===== src/design/stc_pkg.sv =====
// Types and constants for the shared tag cluster sizes block
package stc_pkg;

  // Default sizes of the label and tag stores
  localparam int MAX_PEOPLE_DEF = 64;
  localparam int NUM_TAGS_DEF   = 1024;

  // Fixed field widths
  localparam int PERSON_W = 6;
  localparam int HOBBY_W  = 10;
  localparam int COUNT_W  = 7;

  // Configuration port
  localparam int PADDR_W = 3;
  localparam int PDATA_W = 32;
  localparam logic [PADDR_W-3:0] REG_NUM_PEOPLE = 1'b0;
  localparam logic [COUNT_W-1:0] NUM_PEOPLE_RST = 7'd64;

  // Request codes
  localparam logic REQ_MEMBER = 1'b0;
  localparam logic REQ_REPORT = 1'b1;

  typedef struct packed {
    logic                req_type;
    logic [PERSON_W-1:0] person;
    logic [HOBBY_W-1:0]  hobby;
  } in_item_t;

  typedef struct packed {
    logic [COUNT_W-1:0] cluster_count;
    logic [COUNT_W-1:0] grp_size;
    logic               last;
  } out_item_t;

endpackage


===== src/design/stc_cfg.sv =====
// Configuration register file: people-in-use count and its clamped value
module stc_cfg #(
  parameter int MAX_PEOPLE = stc_pkg::MAX_PEOPLE_DEF,
  localparam int NW = $clog2(MAX_PEOPLE + 1)
) (
  input  logic                         clk_i,
  input  logic                         rst_ni,
  input  logic                         psel_i,
  input  logic                         penable_i,
  input  logic                         pwrite_i,
  input  logic [stc_pkg::PADDR_W-1:0]  paddr_i,
  input  logic [stc_pkg::PDATA_W-1:0]  pwdata_i,
  output logic [stc_pkg::PDATA_W-1:0]  prdata_o,
  output logic                         pready_o,
  output logic [NW-1:0]                n_eff_o
);
  import stc_pkg::*;

  logic [COUNT_W-1:0] num_people_q;
  logic               reg_hit;

  // Word decode; byte offset bits are ignored
  assign reg_hit = (paddr_i[PADDR_W-1:2] == REG_NUM_PEOPLE);

  // Register write on the access phase
  always_ff @(posedge clk_i or negedge rst_ni) begin
    if (!rst_ni) begin
      num_people_q <= NUM_PEOPLE_RST;
    end else if (psel_i && penable_i && pwrite_i && reg_hit) begin
      num_people_q <= pwdata_i[COUNT_W-1:0];
    end
  end

  assign pready_o = 1'b1;
  assign prdata_o = reg_hit ? PDATA_W'(num_people_q) : '0;

  // Zero acts as one, anything above the store size acts as the store size
  always_comb begin
    if (num_people_q == '0) begin
      n_eff_o = NW'(1);
    end else if (int'(num_people_q) > MAX_PEOPLE) begin
      n_eff_o = NW'(MAX_PEOPLE);
    end else begin
      n_eff_o = NW'(num_people_q);
    end
  end

endmodule


===== config.mk =====
export PLATFORM = sky130hd
export DESIGN_NAME = stc_cfg
export DESIGN_NICKNAME = d
export VERILOG_FILES = /design/src/design/stc_pkg.sv /design/src/design/stc_cfg.sv
export SDC_FILE = /design/constraint.sdc
export NUM_CORES = 1
export LEC_CHECK = 0
export BUFFER_PORTS_ARGS = -buffer_cell sky130_fd_sc_hd__buf_4
export CAP_MARGIN = 30
export CORE_UTILIZATION = 23
export DETAILED_ROUTE_END_ITERATION = 10
export PLACE_DENSITY = 0.61
export SLEW_MARGIN = 5
export SYNTH_ARGS = -nofsm -noshare
export SYNTH_HDL_FRONTEND = slang
export SYNTH_SLANG_ARGS = --single-unit

===== constraint.sdc =====
create_clock -name clk_i -period 0.85 [get_ports clk_i]
set_input_delay 0 -clock clk_i [delete_from_list [all_inputs] [get_ports clk_i]]
set_output_delay 0 -clock clk_i [all_outputs]
set_load 0.03 [all_outputs]

# Yosys cells after proc, flatten, opt, wreduce, memory -nomap -nowiden
# Cells that the tools add are included.
[op_classes]
order_cmp = 1
muxes = 3
bitwise = 1
n_reduce_logical = 4
[op_table]
columns = ["operator", "n"]
rows = [
  ["$mux 7", 3],
  ["$gt 7x7->1 const B", 1],
  ["$logic_not 7->1", 1],
  ["$logic_and 1x1->1", 3],
  ["$not 1->1", 1],
]
[word_totals]
reg_bits = 7
inputBits = 40
output_inout_bits = 40
wordCells = 10

# Logic depth before layout (Yosys ltp)
# Gate-level depths: netlist (run 1).
[depth]
depth_word = 3
mapped_depth = 2
ltp_nobuf = 2

# Worst setup path before layout (run 1)
# No wires, ideal clock.
[synth_path]
kind = "reg-to-output"
from = "register num_people_q[5]"
to = "output n_eff_o[0]"
arrival_time_ns = 1.357
t_required_ns = 0.850
setup_slack_ns = -0.507
path_stages_with_launch = 3
path_buffers = 0
path_cell_list = "dfrtp_1 or3_1 o41ai_2"
[synth_between]
elab_chain_len = 3
elab_cells_between_ends = 4
classes_between = "1 x order compare; 2 x mux; 1 x reduce/logical"
[synth_rtl]
columns = ["item", "line", "source"]
rows = [
  ["start: declaration", "stc_cfg.sv:19", "logic [COUNT_W-1:0] num_people_q;"],
  ["start signal: assignment", "stc_cfg.sv:30", "num_people_q <= pwdata_i[COUNT_W-1:0];"],
  ["$gt 7x7->1", "stc_cfg.sv:41", "end else if (int'(num_people_q) > MAX_PEOPLE) begin"],
  ["$mux 7", "stc_cfg.sv:41", ""],
  ["$mux 7 (*)", "stc_cfg.sv:39", "if (num_people_q == '0) begin"],
  ["end: declaration", "stc_cfg.sv:15", "output logic [NW-1:0] n_eff_o"],
]
# Mark *: on every way between the ends. The rest lies on a longest branch, timed or not.

# Final worst setup path (run 1)
[layout_path]
from = "register num_people_q[2]"
to = "output n_eff_o[0]"
# Same word-level chain as after synthesis.

==> reports/qor.csv, run 1 <==
metric,value,unit
CP bufs+invs,1,
Inserted Clock Buffers,3,
run status,finished with violations,
distinct cell type count of the synthesized netlist,12,
clock latency of the later-clocked register in the worst-skew pair,0.25,ns
leading registers by flop count,num_people_q (7),
time the worst path needs with I/O delays and setup,1.43,ns
share of the synthesized area in compound gates (AO/OA/AOI/OAI),2.68,%
final worst path period share,168,%
dpl ws,-0.343,ns
antenna violations before repair,0,
global-route wire length before repair,2010,um
total leakage power,0.570,nW
detailed-placement wirelength estimate,904,um
DRC marker count from the first detailed-route iteration,4,
floorplan die area,2850,um2
H-Tree Level Count,1,
Worst EP arrival,1.43,ns
most used cells in the layout excluding fill and tap cells,"26 x conb_1, 20 x buf_6, 18 x buf_4",
height of the die,53.4,um
power density over cell area,2010,nW/um2
count of standard-cell rows,18,
kind of end point of the critical path,output port,
MaxCap Viol Count,0,
fraction of synthesized area in multiplexers,13.0,%
portion of synthesized cell area occupied by the leading cell type,32.2,%
number of global-route vias before repair,449,
critical register-to-register path startpoint,num_people_q[6]$_DFFE_PN1P_,
Hold Path Class,input pin to asynchronous set/reset pin,
Syn Std Cell Area,607,um2
most area-consuming cells after synthesis,"buf_4 32%, dfrtp_1 25%, mux2_2 13%",
largest family of logic cells by synthesized area,buffers and inverters,
number of warnings issued by yosys,0,
per-instance average area after synthesis,10.3,um2
most common library cell in the layout ignoring fill and taps,conb_1,
final RePlAce weighted congestion,0.655,
largest register by flop count,num_people_q,
kind of start point of the critical path,flop,
count of input and output buffers,26,
delay of the slowest critical-path stage,0.40,ns
max FFs per register,7,
Crit path max-delay family,simple AND/OR/NAND/NOR gates,
Max clock buf depth,2,
number of nets in the final layout,147,
GR Util All Layers,9.97,%
antenna diode count,0,
clock tree from TritonCTS,done,
Critical Path Slowest Stage Cell,or3_4,
clock-pin transition on the worst setup and hold timing paths,0.05,ns
initial core utilization,24.5,%
simple-gate portion of the synthesized area,21.2,%
"arithmetic-cell share of the synthesized area counting full adders, half adders and majority gates",0,%
Worst Path Max Fanout,2,
I/O pin cnt,80,
final worst-path setup slack,-0.577,ns
highest ir drop seen on vdd,1.12,mV
flop and latch count out of synthesis,7,
critical path cell sequence,"or3_4, o41ai_4, buf_4",
library cell occupying the most area in the post-synthesis netlist,buf_4,
total wire length,1360,um
unrepaired setup endpoints after global routing,true,
clk_skew,0,ns
achievable frequency,0.701,GHz
synthesis-to-finish area growth,73.4,%
routed length per placed instance,10.0,um
XOR/XNOR Fraction of Synth Area,0,%
Fillers,241,
die width,53.4,um
sequential cell area,176,um2
Critical Path Start,num_people_q[2]$_DFFE_PN0P_,
"antenna viol nets, final",0,
Max Slew Vio Count,0,
post-route DRC violation count,0,
number of detailed-route iterations in the first pass,2,
count of endpoints failing hold in the final timing report,0,
kind of critical path,flop to output port,
core region area,2480,um2
Setup Viol. Count Final,20,
gate count of the mapped netlist,59,
"Req. time, crit path",0.85,ns
final total negative setup slack,-4.77,ns
fraction of final layout cells sized beyond drive strength 1,57.5,%
vias post-DR,491,
multi-input combinational cell area,372,um2
number of vias per cell,3.61,
share of synthesized area occupied by flip-flops and latches,29.1,%
clk sink count,7,
violations in the final reports,setup timing,
root buffer selected by CTS,clkbuf_4,
GRT Residual Overflow,0,
maximum number of pins on one net before global-route repair,8,
stage by stage:
step	hold slack [ns]	cell area (um2)	instances	power [W]	utilization [%]
after floorplan	-0.296	709	83	0.00120	-
after global placement	-0.185	795	119	0.00147	32.1
after detailed placement	-0.182	795	119	0.00148	32.1
after CTS	0.0876	996	134	0.00200	40.2
after global routing	0.100	1050	136	0.00223	42.5
final	0.0909	1050	136	0.00212	42.5
final cells by class:
cell class	instances	area share [%]
sequential	7	16.8
clock buffer	4	2.50
timing repair buffer	46	41.9
tap	30	3.57
multi-input combinational	49	35.3
worst paths after layout:
| kind | end | slack [ns] | cells after the start |
|---|---|---|---|
| worst max-delay path | n_eff_o[0] | -0.58 | 3 |
| worst min-delay path | num_people_q[1]$_DFFE_PN0P_ | 0.09 | 2 |
| worst max register to register | num_people_q[6]$_DFFE_PN1P_ | -0.20 | 3 |
| worst min register to register | num_people_q[0]$_DFFE_PN0P_ | 0.54 | 1 |
| max in group asynchronous | num_people_q[6]$_DFFE_PN1P_ | 0.55 | 2 |
| min in group clk_i | num_people_q[0]$_DFFE_PN0P_ | 0.23 | 3 |
cell usage after synthesis, drive strengths merged:
master	count
nand4b	1
buf	26
and2b	7
dfstp	1
o41ai	1
mux2	7
conb	2
nor2b	5
dfrtp	6
nand2b	1
clkbuf	1
or3	1
per-layer routing:
layer  routed length [um]  up-vias  share of wire [%]  track usage (%)
met5                    0        -                  0                0
met3                   93        0                6.8             1.15
met2                  833       35                 61             19.8
li1                     -      230                  -                -
met4                    0        0                  0             5.26
met1                  435      226                 32             9.71
where the power goes:
group	internal (W)	switching, W
clock network	0.000179	0.000118
registers	0.000417	0.0000816
logic	0.000667	0.000653
total	0.00126	0.000853
repair_timing:
| action | 4_1_cts | 5_1_grt |
|---|---|---|
| pin swaps | 1 | 0 |
| endpoints found under the setup margin | 19 | 19 |
| gates cloned | 0 | 0 |
| resized for setup | 19 | 10 |
| hold endpoints to repair | 14 | 0 |
| setup buffers | 4 | 4 |
| hold buffers | 8 | 0 |
kinds of logic after synthesis:
| family | count (synthesis) |
|---|---|
| other | 2 |
| buffers and inverters | 27 |
| muxes | 7 |
| AOI/OAI and AO/OA | 1 |
| DFF | 7 |
| and+or+nand+nor | 15 |
Note: power is estimated with default switching activity, not from simulation.
==> run 2: changes to the inputs <==
--- a/config.mk
+++ b/config.mk
@@ -7,6 +7,7 @@
 export LEC_CHECK = 0
 export BUFFER_PORTS_ARGS = -buffer_cell sky130_fd_sc_hd__buf_4
 export CAP_MARGIN = 30
+export CORE_MARGIN = 10
 export CORE_UTILIZATION = 23
 export DETAILED_ROUTE_END_ITERATION = 10
 export PLACE_DENSITY = 0.61
==> reports/qor.csv, run 2 (synthesis results as in run 1) <==
metric,value,unit,change
final worst path period share,172,%,was 168%
global-route wire length before repair,2930,um,was 2010 um
Max clock buf depth,2,,unchanged
violations in the final reports,setup timing,,unchanged
power density over cell area,2050,nW/um2,was 2010 nW/um2
Hold Path Class,input pin to asynchronous set/reset pin,,unchanged
antenna diode count,0,,unchanged
dpl ws,-0.322,ns,was -0.343 ns
Worst EP arrival,1.46,ns,was 1.43 ns
sequential cell area,176,um2,unchanged
die width,71.4,um,was 53.4 um
time the worst path needs with I/O delays and setup,1.46,ns,was 1.43 ns
most common library cell in the layout ignoring fill and taps,conb_1,,unchanged
count of standard-cell rows,18,,unchanged
Setup Viol. Count Final,19,,was 20
clock tree from TritonCTS,done,,unchanged
floorplan die area,5090,um2,was 2850 um2
final core utilization,42.1,%,was 42.5%
number of global-route vias before repair,607,,was 449
achievable frequency,0.684,GHz,was 0.701 GHz
max FFs per register,7,,unchanged
I/O pin cnt,80,,unchanged
number of detailed-route iterations in the first pass,1,,was 2
vias post-DR,504,,was 491
initial core utilization,24.3,%,was 24.5%
number of nets in the final layout,147,,unchanged
largest register by flop count,num_people_q,,unchanged
post-route DRC violation count,0,,unchanged
MaxCap Viol Count,0,,unchanged
run status,finished with violations,,unchanged
kind of end point of the critical path,output port,,unchanged
"Req. time, crit path",0.85,ns,about the same
antenna violations before repair,0,,unchanged
final worst-path setup slack,-0.611,ns,was -0.577 ns
maximum number of pins on one net before global-route repair,8,,unchanged
"antenna viol nets, final",0,,unchanged
clock-pin transition on the worst setup and hold timing paths,0.05,ns,about the same
most used cells in the layout excluding fill and tap cells,"26 x conb_1, 20 x buf_6, 18 x buf_4",,unchanged
Fillers,241,,unchanged
total leakage power,0.570,nW,about the same
unrepaired setup endpoints after global routing,true,,unchanged
H-Tree Level Count,1,,unchanged
number of vias per cell,3.71,,was 3.61
highest ir drop seen on vdd,1.26,mV,was 1.12 mV
DRC marker count from the first detailed-route iteration,0,,was 4
clk sink count,7,,unchanged
leading registers by flop count,num_people_q (7),,unchanged
height of the die,71.4,um,was 53.4 um
root buffer selected by CTS,clkbuf_4,,unchanged
clock latency of the later-clocked register in the worst-skew pair,0.26,ns,was 0.25 ns
Inserted Clock Buffers,3,,unchanged
kind of critical path,flop to output port,,unchanged
count of endpoints failing hold in the final timing report,0,,unchanged
count of input and output buffers,26,,unchanged
routed length per placed instance,13.9,um,was 10.0 um
GRT Residual Overflow,0,,unchanged
GR Util All Layers,6.92,%,was 9.97%
kind of start point of the critical path,flop,,unchanged
Worst Path Max Fanout,2,,unchanged
total wire length,1890,um,was 1360 um
core region area,2500,um2,was 2480 um2
final RePlAce weighted congestion,0.654,,was 0.655
synthesis-to-finish area growth,73.4,%,unchanged
fraction of final layout cells sized beyond drive strength 1,57.5,%,unchanged
multi-input combinational cell area,372,um2,unchanged
worst reg-to-reg setup slack,-0.26,ns,was -0.20 ns
clk_skew,0,ns,unchanged
Max Slew Vio Count,0,,unchanged
run 2: cell type report:
cell class | count | area share, %
repair buffers | 46 | 41.9
well taps | 30 | 3.57
flip-flops and latches | 7 | 16.8
clock buffers | 4 | 2.50
multi-input cells | 49 | 35.3
run 2: what timing repair did:
action                                  in CTS  in global routing
resized for setup                           22                 10
hold buffers                                 8                  0
buffers inserted                             3                  6
hold endpoints to repair                    14                  0
endpoints found under the setup margin      19                 19
run 2: report_power, final:
group          total [W]  internal [W]  switching (W)
Clock           0.000316      0.000180       0.000136
Sequential      0.000502      0.000417      0.0000851
Combinational    0.00134      0.000669       0.000670
run 2: worst max-delay path, cell delays in order, from the launching register on:
cell	delay, ns
dfrtp_1	0.38
or3_4	0.40
o41ai_4	0.24
buf_6	0.18
run 2: final timing paths:
kind | end | cells after the start | start
hold / removal | num_people_q[3]$_DFFE_PN0P_ | 2 | rst_ni
max in group asynchronous | num_people_q[6]$_DFFE_PN1P_ | 2 | rst_ni
min in group clk_i | num_people_q[3]$_DFFE_PN0P_ | 3 | penable_i
setup / recovery | n_eff_o[0] | 3 | num_people_q[5]$_DFFE_PN0P_
hold reg to reg | num_people_q[0]$_DFFE_PN0P_ | 1 | num_people_q[0]$_DFFE_PN0P_
setup reg to reg | num_people_q[5]$_DFFE_PN0P_ | 4 | num_people_q[5]$_DFFE_PN0P_
run 2: layer usage:
layer	wire length (um)	track usage (%)	vias up
met4	43	3.23	0
met2	965	11.8	40
met3	364	5.79	5
met5	0	0	-
met1	519	5.58	227
li1	-	-	232
run 2: stage by stage:
step           hold slack, ns  total power [W]  cell area, um2  std cells  setup TNS [ns]
2_1_floorplan          -0.296          0.00120             709         83          -0.393
3_3_place_gp           -0.184          0.00149             795        119          -0.855
3_5_place_dp           -0.184          0.00150             795        119          -0.992
4_1_cts                0.0903          0.00203            1000        133           -4.81
5_1_grt                 0.119          0.00227            1050        136           -5.90
6_report               0.0995          0.00216            1050        136           -5.29
